### src/rtl/bpu_pkg.sv
// ----------------------------------------------------------------------------
// bpu_pkg
// Shared types, constants and helper functions for the brightness palette
// update block: slot mapping, register indexes and the stage records.
// ----------------------------------------------------------------------------
package bpu_pkg;

	localparam int SLOT_W  = 12;
	localparam int WORD_W  = 16;
	localparam int CHAN_W  = 8;
	localparam int NIB_W   = 4;
	localparam int SLOTS   = 1 << SLOT_W;

	// scaled product width: (nib*17) * (brightness+15) <= 255*30
	localparam int PROD_W  = 13;

	localparam logic [SLOT_W-1:0] IDX_LIMIT = 12'hC00;
	localparam logic [SLOT_W-1:0] OBJ_LIMIT = 12'h200;
	localparam logic [SLOT_W-1:0] DEST_XOR  = 12'h00F;
	localparam logic [1:0]        OBJ_BUF_TOP = 2'b11;

	// brightness offset and divisor of the scale factor
	localparam logic [4:0] BRIGHT_OFS = 5'd15;
	localparam int         SCALE_DIV  = 30;
	// floor(x*RECIP_MUL >> RECIP_SHIFT) is x/30 or x/30 + 1 for x <= 7650
	localparam int         RECIP_MUL   = 2185;
	localparam int         RECIP_SHIFT = 16;

	// configuration register indexes
	localparam int CFG_IDX_W = 1;
	localparam logic [CFG_IDX_W-1:0] REG_SECOND_GEN = 1'd0;
	localparam logic [CFG_IDX_W-1:0] REG_LAG_OBJ    = 1'd1;

	// lookup request from the front end into the shadow stage
	typedef struct packed {
		logic [SLOT_W-1:0] slot;
		logic [WORD_W-1:0] word;
		logic              force_wr;
	} bpu_req_t;

	// decision handed from the shadow stage to the scaler
	typedef struct packed {
		logic              emit;
		logic [SLOT_W-1:0] slot;
		logic [WORD_W-1:0] word;
	} bpu_upd_t;

	// map an incoming entry index to its converted palette slot
	function automatic logic [SLOT_W-1:0] map_slot(
		input logic [SLOT_W-1:0] idx,
		input logic              second_gen,
		input logic              lag_obj,
		input logic              frame_odd,
		input logic              force_wr
	);
		logic [SLOT_W-1:0] slot;
		if (second_gen && lag_obj && (idx < OBJ_LIMIT)) begin
			// forced writes hit the current-parity buffer, others the opposite one
			slot = {OBJ_BUF_TOP, frame_odd ^ ~force_wr, idx[8:0]};
		end else begin
			slot = idx;
		end
		return slot;
	endfunction

	// widen a nibble to 8 bits and multiply by (brightness + 15)
	function automatic logic [PROD_W-1:0] chan_prod(
		input logic [NIB_W-1:0] nib,
		input logic [NIB_W-1:0] bright
	);
		logic [PROD_W-1:0] wide;
		logic [PROD_W-1:0] factor;
		wide   = PROD_W'({nib, nib});
		factor = PROD_W'(5'(bright) + BRIGHT_OFS);
		return wide * factor;
	endfunction

	// divide a product by 30 through a reciprocal multiply and one correction
	function automatic logic [CHAN_W-1:0] div_scale(input logic [PROD_W-1:0] p);
		logic [25:0] m;
		logic [8:0]  est;
		logic [13:0] back;
		m    = 26'(p) * 26'(RECIP_MUL);
		est  = m[RECIP_SHIFT+8:RECIP_SHIFT];
		back = 14'(est) * 14'(SCALE_DIV);
		if (back > 14'(p)) begin
			est = est - 9'd1;
		end
		return est[CHAN_W-1:0];
	endfunction

endpackage

### src/rtl/bpu_if.sv


interface bpu_out_if;
	logic        valid;
	logic        ready;
	logic [11:0] dest_index;
	logic [7:0]  red;
	logic [7:0]  green;
	logic [7:0]  blue;

	modport source (output valid, dest_index, red, green, blue, input ready);
	modport sink (input valid, dest_index, red, green, blue, output ready);
endinterface

### src/rtl/bpu_scale.sv
// ----------------------------------------------------------------------------
// bpu_scale
// Brightness scaler: multiplies each widened channel by (brightness+15),
// divides by 30 and holds the result in the output register.
// ----------------------------------------------------------------------------
module bpu_scale
	import bpu_pkg::*;
(
	input  logic     clk,
	input  logic     arst_n,
	input  logic     s1_adv,
	input  bpu_upd_t upd,
	output logic     up_ready,
	bpu_out_if.source out_ch
);

	logic              s2_valid_q;
	logic [SLOT_W-1:0] slot_s2;
	logic [PROD_W-1:0] pr_s2;
	logic [PROD_W-1:0] pg_s2;
	logic [PROD_W-1:0] pb_s2;

	logic              s3_valid_q;
	logic [SLOT_W-1:0] dest_s3;
	logic [CHAN_W-1:0] red_s3;
	logic [CHAN_W-1:0] green_s3;
	logic [CHAN_W-1:0] blue_s3;

	logic s3_free;
	logic s2_adv;
	logic [NIB_W-1:0] bright;

	assign s3_free  = !s3_valid_q || out_ch.ready;
	assign s2_adv   = s2_valid_q && s3_free;
	assign up_ready = !s2_valid_q || s3_free;
	assign bright   = upd.word[15:12];

	// stage 2: channel products
	always_ff @(posedge clk or negedge arst_n) begin
		if (!arst_n) begin
			s2_valid_q <= 1'b0;
		end else if (s1_adv) begin
			s2_valid_q <= upd.emit;
		end else if (s2_adv) begin
			s2_valid_q <= 1'b0;
		end
	end

	always_ff @(posedge clk) begin
		if (s1_adv) begin
			slot_s2 <= upd.slot ^ DEST_XOR;
			pr_s2   <= chan_prod(upd.word[11:8], bright);
			pg_s2   <= chan_prod(upd.word[7:4], bright);
			pb_s2   <= chan_prod(upd.word[3:0], bright);
		end
	end

	// stage 3: divide and hold for the sink
	always_ff @(posedge clk or negedge arst_n) begin
		if (!arst_n) begin
			s3_valid_q <= 1'b0;
		end else if (s2_adv) begin
			s3_valid_q <= 1'b1;
		end else if (out_ch.ready) begin
			s3_valid_q <= 1'b0;
		end
	end

	always_ff @(posedge clk) begin
		if (s2_adv) begin
			dest_s3  <= slot_s2;
			red_s3   <= div_scale(pr_s2);
			green_s3 <= div_scale(pg_s2);
			blue_s3  <= div_scale(pb_s2);
		end
	end

	assign out_ch.valid      = s3_valid_q;
	assign out_ch.dest_index = dest_s3;
	assign out_ch.red        = red_s3;
	assign out_ch.green      = green_s3;
	assign out_ch.blue       = blue_s3;

endmodule

### src/flat_wrapper.sv
// flat-port wrapper written by rule: the top's interface ports become plain ports
module bpu_scale_flat import bpu_pkg::*;
  (clk, arst_n, s1_adv, upd, up_ready, out_ch_valid, out_ch_dest_index, out_ch_red, out_ch_green, out_ch_blue, out_ch_ready);
  bpu_out_if out_ch_i ();
  input  logic clk;
  input  logic arst_n;
  input  logic s1_adv;
  input  bpu_upd_t upd;
  output logic up_ready;
  output wire logic [$bits(out_ch_i.valid)-1:0] out_ch_valid;
  output wire logic [$bits(out_ch_i.dest_index)-1:0] out_ch_dest_index;
  output wire logic [$bits(out_ch_i.red)-1:0] out_ch_red;
  output wire logic [$bits(out_ch_i.green)-1:0] out_ch_green;
  output wire logic [$bits(out_ch_i.blue)-1:0] out_ch_blue;
  input wire logic [$bits(out_ch_i.ready)-1:0] out_ch_ready;
  assign out_ch_valid = out_ch_i.valid;
  assign out_ch_dest_index = out_ch_i.dest_index;
  assign out_ch_red = out_ch_i.red;
  assign out_ch_green = out_ch_i.green;
  assign out_ch_blue = out_ch_i.blue;
  assign out_ch_i.ready = out_ch_ready;
  bpu_scale u_core (.clk(clk), .arst_n(arst_n), .s1_adv(s1_adv), .upd(upd), .up_ready(up_ready), .out_ch(out_ch_i));
endmodule
### config.mk
export PLATFORM = sky130hd
export DESIGN_NAME = bpu_scale_flat
export DESIGN_NICKNAME = d
export VERILOG_FILES = /design/src/rtl/bpu_pkg.sv /design/src/rtl/bpu_if.sv /design/src/rtl/bpu_scale.sv /design/src/flat_wrapper.sv
export SDC_FILE = /design/constraint.sdc
export NUM_CORES = 1
export LEC_CHECK = 0
export BUFFER_PORTS_ARGS = -buffer_cell sky130_fd_sc_hd__buf_2
export CAP_MARGIN = 20
export CELL_PAD_IN_SITES_DETAIL_PLACEMENT = 1
export CELL_PAD_IN_SITES_GLOBAL_PLACEMENT = 1
export CORE_AREA = 2 2 178 180
export CTS_BUF_LIST = sky130_fd_sc_hd__clkbuf_8
export DETAILED_ROUTE_END_ITERATION = 10
export DIE_AREA = 0 0 180 182
export PLACE_DENSITY_LB_ADDON = 0.1
export SYNTH_ARGS = -nofsm -noshare
export SYNTH_HDL_FRONTEND = slang
export SYNTH_SLANG_ARGS = --single-unit
### constraint.sdc
create_clock -name clk -period 7.89 [get_ports clk]
set_input_delay 0.3945 -clock clk [delete_from_list [all_inputs] [get_ports clk]]
set_output_delay 0.3945 -clock clk [all_outputs]
set_load 0.05 [all_outputs]
# Yosys cells after proc, flatten, opt, wreduce, memory -nomap -nowiden
# Cells that the tools add are included.
[totals]
mem_count = 0
rom_bits = 0
output_inout_bits = 38
ram_bits = 0
wordCells = 41
latch_bits = 0
reg_bits = 89
[classes]
n_lt_le_gt_ge = 3
muxes = 7
mul = 9
shift = 0
reduce_logical = 7
bitwise = 1
div = 0
eq_ne = 0
addsub = 4
[ops]
columns = ["op", "count"]
rows = [
  ["13-bit by 12-bit multiplier with 25-bit output, second input constant", 3],
  ["14-bit by 13-bit > comparator with 1-bit output", 3],
  ["8-bit by 13-bit multiplier with 13-bit output", 3],
  ["9-bit by 4-bit multiplier with 13-bit output, second input constant", 3],
  ["8-bit two-way mux", 3],
  ["8-bit by 1-bit subtractor with 8-bit output, second input constant", 3],
  ["4-bit by 4-bit adder with 5-bit output, second input constant", 1],
  ["1-bit two-way mux", 4],
  ["4-bit NOT", 1],
  ["2-bit nonzero test", 2],
  ["1-bit zero test", 2],
  ["1-bit logical OR", 2],
  ["1-bit logical AND", 1],
]

# Longest topological paths before layout
# Gate-level depths: netlist of the first run.
[depth]
word_depth = 5
ltp_mapped = 35

# Least setup slack after synthesis of the first run
# OpenSTA, ideal clock, no wires.
[synth_timing]
kind = "register -> register"
startpoint = "register u_core.pr_s2[5]"
endpoint = "register u_core.red_s3[7] (netlist: u_core.out_ch.red[7]) (data pin)"
t_required_ps = 7621
path_stages_with_launch = 34
n_path_buf = 0
setup_time_ps = 269
arrival_time_ps = 7935
setup_slack_ps = -314
cell_sequence = "edfxtp_1 -> ha_1 -> inv_1 -> fa_1 -> inv_1 -> fa_1 -> ha_1 -> ha_1 -> nand4_1 -> a21oi_1 -> a211oi_4 -> o311ai_1 -> inv_1 -> fa_1 -> inv_1 -> ha_1 -> xnor2_1 -> ha_1 -> a21o_1 -> a21oi_1 -> o21ai_0 -> a21oi_1 -> o21bai_1 -> a21oi_1 -> nand4b_1 -> nand3_1 -> ha_1 -> nand3_1 -> or2_2 -> or4bb_1 -> a21oi_1 -> o311ai_2 -> and4bb_1 -> xor2_1"
[synth_via]
elab_chain_len = 4
word_cells_on_any_way = 5
cone_classes = "1 x add/sub; 2 x mul; 1 x order compare; 1 x mux"
[synth_lines]
columns = ["item", "line", "text"]
rows = [
  ["start: declaration", "bpu_scale.sv:19", "logic [PROD_W-1:0] pr_s2;"],
  ["start signal: assignment", "bpu_scale.sv:52", "pr_s2 <= chan_prod(upd.word[11:8], bright);"],
  ["13-bit by 12-bit multiplier with 25-bit output", "bpu_pkg.sv:83", "m = 26'(p) * 26'(RECIP_MUL);"],
  ["9-bit by 4-bit multiplier with 13-bit output", "bpu_pkg.sv:85", "back = 14'(est) * 14'(SCALE_DIV);"],
  ["14-bit by 13-bit > comparator with 1-bit output", "bpu_pkg.sv:86", "if (back > 14'(p)) begin"],
  ["8-bit two-way mux *", "bpu_pkg.sv:86", ""],
  ["end signal: assignment", "bpu_scale.sv:72", "red_s3 <= div_scale(pr_s2);"],
  ["end: declaration", "bpu_scale.sv:25", "logic [CHAN_W-1:0] red_s3;"],
]
# Mark *: on every way between the ends. The rest lies on a longest branch, timed or not.
# A chain may end at the register's enable or synchronous reset.

# Worst setup path after layout of the first run
# Ends and elaborated chain as after synthesis.

==> flow_summary.ini, run 1 <==
[outcome]
status = finished with violations
violations = setup timing

[critical_path]
slowest_delay_ps = 520
critPathRequiredTime_ps = 8050
cp_max_fo = 5
end_kind = register
critPathSlowestCell = fa_1
worstSetupStartpointType = register
cp.arrival_ps = 8220
worstSetupPathType = reg2reg

[die]
die-area_um2 = 32760
fp.coreArea_um2 = 30990
pin_count = 71
initial_core_util_pct = 46.33
die_x_um = 180
row_count = 65
fp.dieH_um = 182

[global_routing]
grtUsageMet2_pct = 42.41
grt_pass1_vias = 12550
grt_usage_pct = 23.06
antenna_found_initial = 0
grtUsageMet3_pct = 2.627
use_met1_pct = 28.89
grt_pass1_wl_mm = 61.53
grt.overflow.total = 0
grt_start_max_net_pins = 54
grt-busiest-layer = met2

[synth]
async_flop_share_pct = 2.247
yosys-top-cells-count = ha_1, inv_1, fa_1
post-synth-top-count-cell = ha_1
synth_edf_count = 87
synthTopCellsByArea = ha_1, edfxtp_1, fa_1
synth.top_cell.area_share_pct = 31.20
ys_ff_latch = 89
syn-num-nets = 1952
synth_warnings = 0
syn_avg_cell_area_um2 = 9.800
synth_cells = 1465
yosys.area.top_type = ha_1
syn_area_um2 = 14360
ys.flop_type = edfxtp_1
yosysSeqAreaShare_pct = 18.55
synth_cell_types = 80

[timing]
worst_pin_slew_ps = 953.1
finClkSkew_ps = 25.45
rsz0062_at_grt = yes
slew_headroom_pct = 36.46
post-route-min-period_ps = 8061
maxSlewViolCount = 0
hold_viol = 0
max_freq_mhz = 124.0
worst_slack_ps = -171.3
setup_tns_ps = -898.6
finalSetupViolations = 8
period_share_pct = 102.2

[drt]
drc = 0
wl_mm = 39.71
wl_per_cell_um = 18.56
first_pass_iters = 5
viasPerCell = 5.428
drtIter0Drc = 407
routed-via-count = 11610
drtAntennaViolNets = 0

[cts]
h-tree-depth = 3
cts-root-buf = clkbuf_8
cts_made_buffers = 9
clkLatencyLatePin_ps = 410
cts_tree = yes
clkSinkCount = 89
clk_pin_slew_ps = 120
clockBufferDepth = 2

[placed_design]
hpwl_mm = 30.86
numPortBuffers = 70
gp_congestion = 0.8530

[min_path]
hold_path.class = in2reg

[cells_and_area]
drive_above_1_share_pct = 28.32
nNetsFinal = 2219
diodes = 0
synthToLayoutAreaGrowth_pct = 27.20

[flow_run]
drv_cap = 0
==> metal layers <==
layer | vias up | routed length [µm]
met4 | 0 | 590
met5 | - | 0
met3 | 47 | 1061
li1 | 5591 | -
met2 | 169 | 20850
met1 | 5804 | 17210
==> per-stage QoR <==
stage	setup WS [ps]	util [%]	cells	cell area [µm²]	hold slack [ps]
2_1_floorplan	-34.09	-	1465	14520	98.91
3_3_place_gp	-242.5	52.92	2067	16400	181.5
3_5_place_dp	-450.5	52.92	2067	16400	186.2
4_1_cts	-141.0	55.29	2109	17130	144.7
5_1_grt	-421.4	58.93	2139	18260	133.7
6_report	-171.3	58.93	2139	18260	160.0
==> cells in the final DEF, fill, tap and decap left out, types with 5 or more instances in the layout <==
master / count
a211oi_1: 5
a21o_1: 33
a21oi_1: 61
a21oi_2: 17
a221oi_1: 5
and2_1: 30
buf_2: 70
buf_4: 186
buf_6: 7
clkbuf_8: 9
edfxtp_1: 87
fa_1: 93
ha_1: 311
ha_4: 44
inv_1: 251
inv_2: 21
nand2_1: 44
nand2_4: 6
nand2b_1: 15
nand3_1: 14
nand3_2: 8
nand3b_1: 9
nand4_1: 14
nor2_1: 34
nor2b_1: 23
nor3_1: 19
o211ai_1: 7
o21a_1: 5
o21ai_0: 30
o21bai_1: 17
o21bai_2: 5
or2_2: 6
or2_4: 7
xnor2_1: 61
xnor2_2: 17
xnor2_4: 5
xor2_1: 15
==> what timing repair did <==
action,CTS,global route
buffers inserted,25,31
setup endpoints to repair,24,24
hold buffers,1,0
hold endpoints to repair,2,0
pin swaps,43,117
resized for setup,58,152
==> logic make-up after synthesis <==
family,share of synthesized area (%)
flops,18.55
compound gates,11.84
fa+ha+maj,44.80
buf+inv,7.417
xor+xnor,6.380
mux,0.07843
simple gates,10.94
==> critical path: cells and delay by family, from the launching register on <==
family	cells	cell delay [ps]
buffers and inverters	5	290
flip-flops	1	460
XOR/XNOR	4	650
adder cells (fa/ha/maj)	9	3310
AND/OR/NAND/NOR	7	1560
AO/OA/AOI/OAI	8	1500
==> registers in the layout, indices dropped and copies added (netlist names) <==
register / cells
u_core.out_ch.valid: 1
u_core.out_ch.blue: 8
u_core.pr_s2: 13
u_core.pb_s2: 13
u_core.out_ch.red: 8
u_core.pg_s2: 13
u_core.out_ch.dest_index: 12
u_core.slot_s2: 12
u_core.s2_valid_q: 1
u_core.out_ch.green: 8
==> worst paths after layout <==
check / start / endpoint / slack, ps / cells after the start
max: u_core.pr_s2[5] / u_core.out_ch.red[7] / -170 / 33
min: upd[25] / u_core.slot_s2[9] / 160 / 1
max reg2reg: u_core.pr_s2[5] / u_core.out_ch.red[7] / -170 / 33
min reg2reg: u_core.slot_s2[6] / u_core.out_ch.dest_index[6] / 430 / 0
max in group asynchronous: arst_n / u_core.s2_valid_q / 7500 / 2
min in group asynchronous: arst_n / u_core.out_ch.valid / 300 / 2
==> layout make-up <==
type,count,area (µm²)
timing repair buffer,266,1871
tap,402,503.0
inverter,273,1027
clock inverter,7,81.33
clock buffer,9,123.9
fill,3431,12720
multi-input combinational,1093,11990
sequential,89,2663
Power of run 1 is not shown: default switching activity piles up to over one toggle a cycle in this logic, so the estimate is an artifact.
==> run 2: changes to the inputs <==
--- a/config.mk
+++ b/config.mk
@@ -9,10 +9,10 @@
 export CAP_MARGIN = 20
 export CELL_PAD_IN_SITES_DETAIL_PLACEMENT = 1
 export CELL_PAD_IN_SITES_GLOBAL_PLACEMENT = 1
-export CORE_AREA = 2 2 178 180
+export CORE_AREA = 2 2 170 172
 export CTS_BUF_LIST = sky130_fd_sc_hd__clkbuf_8
 export DETAILED_ROUTE_END_ITERATION = 10
-export DIE_AREA = 0 0 180 182
+export DIE_AREA = 0 0 172 174
 export PLACE_DENSITY_LB_ADDON = 0.1
 export SYNTH_ARGS = -nofsm -noshare
 export SYNTH_HDL_FRONTEND = slang
==> constraint.sdc (replaced) <==
create_clock -name clk -period 8.7 [get_ports clk]
set_input_delay 0.435 -clock clk [delete_from_list [all_inputs] [get_ports clk]]
set_output_delay 0.435 -clock clk [all_outputs]
set_load 0.05 [all_outputs]
==> flow_summary.ini, run 2 (synthesis results as in run 1) <==
[drt]
drtIter0Drc = 375
wl_per_cell_um = 17.42
first_pass_iters = 4
drc = 0
viasPerCell = 5.462
wl_mm = 34.74
routed-via-count = 10890
drtAntennaViolNets = 0

[timing]
post-route-min-period_ps = 8327
hold_viol = 0
max_freq_mhz = 120.1
worst_pin_slew_ps = 926.0
maxSlewViolCount = 0
slew_headroom_pct = 38.27
whs_ps = 204.0
finClkSkew_ps = 35.54
finalSetupViolations = 0
worst_slack_ps = 373.2
period_share_pct = 95.71

[cts]
clockBufferDepth = 2
h-tree-depth = 3
cts_made_buffers = 9
cts-root-buf = clkbuf_8
clkSinkCount = 89
cts_tree = yes
clkLatencyLatePin_ps = 420
clk_pin_slew_ps = 110

[global_routing]
grt_pass1_wl_mm = 59.10
grt_usage_pct = 24.59
grt.overflow.total = 0
antenna_found_initial = 4
grt_pass1_vias = 12190
grt_start_max_net_pins = 54

[critical_path]
cp-startpoint = u_core.pr_s2[1]
slowest_delay_ps = 520
cp_max_fo = 5
worstSetupStartpointType = register
r2r-start = u_core.pr_s2[1]
worstSetupPathType = reg2reg
critPathRequiredTime_ps = 8840
critPathSlowestCell = fa_1
cp.arrival_ps = 8470
end_kind = register

[die]
fp.coreArea_um2 = 28240
die-area_um2 = 29930
row_count = 62
fp.dieH_um = 174
pin_count = 71
initial_core_util_pct = 50.84
die_x_um = 172

[min_path]
min_from = upd[27]
hold_path.class = in2reg

[cells_and_area]
layout_common_cells = ha_1, inv_1, fa_1, edfxtp_1, xnor2_1
postLayoutCellArea_um2 = 16060
fillerInstances = 3232
multiInputGateArea_um2 = 10840
final_common_cell = ha_1
synthToLayoutAreaGrowth_pct = 11.90
largestRegisters = u_core.pb_s2 x13, u_core.pg_s2 x13, u_core.pr_s2 x13
stdcell_count = 1994
drive_above_1_share_pct = 13.76
nNetsFinal = 2088
regArea_um2 = 2663

[flow_run]
drv_cap = 0

[placed_design]
gp_congestion = 0.8426
post-place-cells = 1950
place_area_um2 = 15460
hpwl_mm = 29.50
pre_cts_ws_ps = 6.966
numPortBuffers = 70

[outcome]
status = complete, no violations
## run 2: layout make-up
cell class                      instances  area share, %
Multi-Input combinational cell       1093          67.47
Tap cell                              384          2.991
Clock inverter                          7         0.4751
Antenna cell                            4        0.06231
Clock buffer                            9         0.7711
Inverter                              273          6.379
Timing Repair Buffer                  135          5.281
Sequential cell                        89          16.57
## run 2: metal layers
| layer | global-route usage, % | wire [µm] |
|---|---|---|
| met5 | 0 | 0 |
| met4 | 5.637 | 608 |
| met3 | 3.210 | 691 |
| met2 | 44.23 | 17730 |
| met1 | 31.18 | 15720 |
## run 2: stage by stage
| stage | utilization [%] | TNS [ps] |
|---|---|---|
| final | 56.89 | 0 |
| after global routing | 56.87 | -389.0 |
| after CTS | 55.49 | 0 |
| after detailed placement | 54.74 | 0 |
| after global placement | 54.74 | 0 |
| after floorplan | - | 0 |
## run 2: final timing paths
path / to / slack, ps / depth (start not counted)
worst min-delay path: u_core.slot_s2[11] / 200 / 1
worst max-delay path: u_core.out_ch.red[7] / 370 / 34
worst max register to register: u_core.out_ch.red[7] / 370 / 34
max in group asynchronous: u_core.out_ch.valid / 8270 / 2
worst min register to register: u_core.out_ch.dest_index[6] / 390 / 0
min in group asynchronous: u_core.s2_valid_q / 340 / 2
## run 2: worst max-delay path: cells and delay by family (launching register included)
family | cells | cell delay (ps)
buf+inv | 5 | 410
simple gates | 5 | 1240
compound gates | 12 | 2090
fa+ha+maj | 8 | 3050
flops | 1 | 460
xor+xnor | 4 | 840
## run 2: timing repair
| action | CTS | global route |
|---|---|---|
| hold buffers | 1 | 0 |
| setup buffers | 0 | 23 |
| gates resized for setup | 1 | 38 |
| pin swaps | 0 | 16 |
| endpoints found under the setup margin | 1 | 24 |
| cloned | 0 | 0 |
| hold endpoints to repair | 2 | 0 |
Power of run 2 is left out for the same reason.
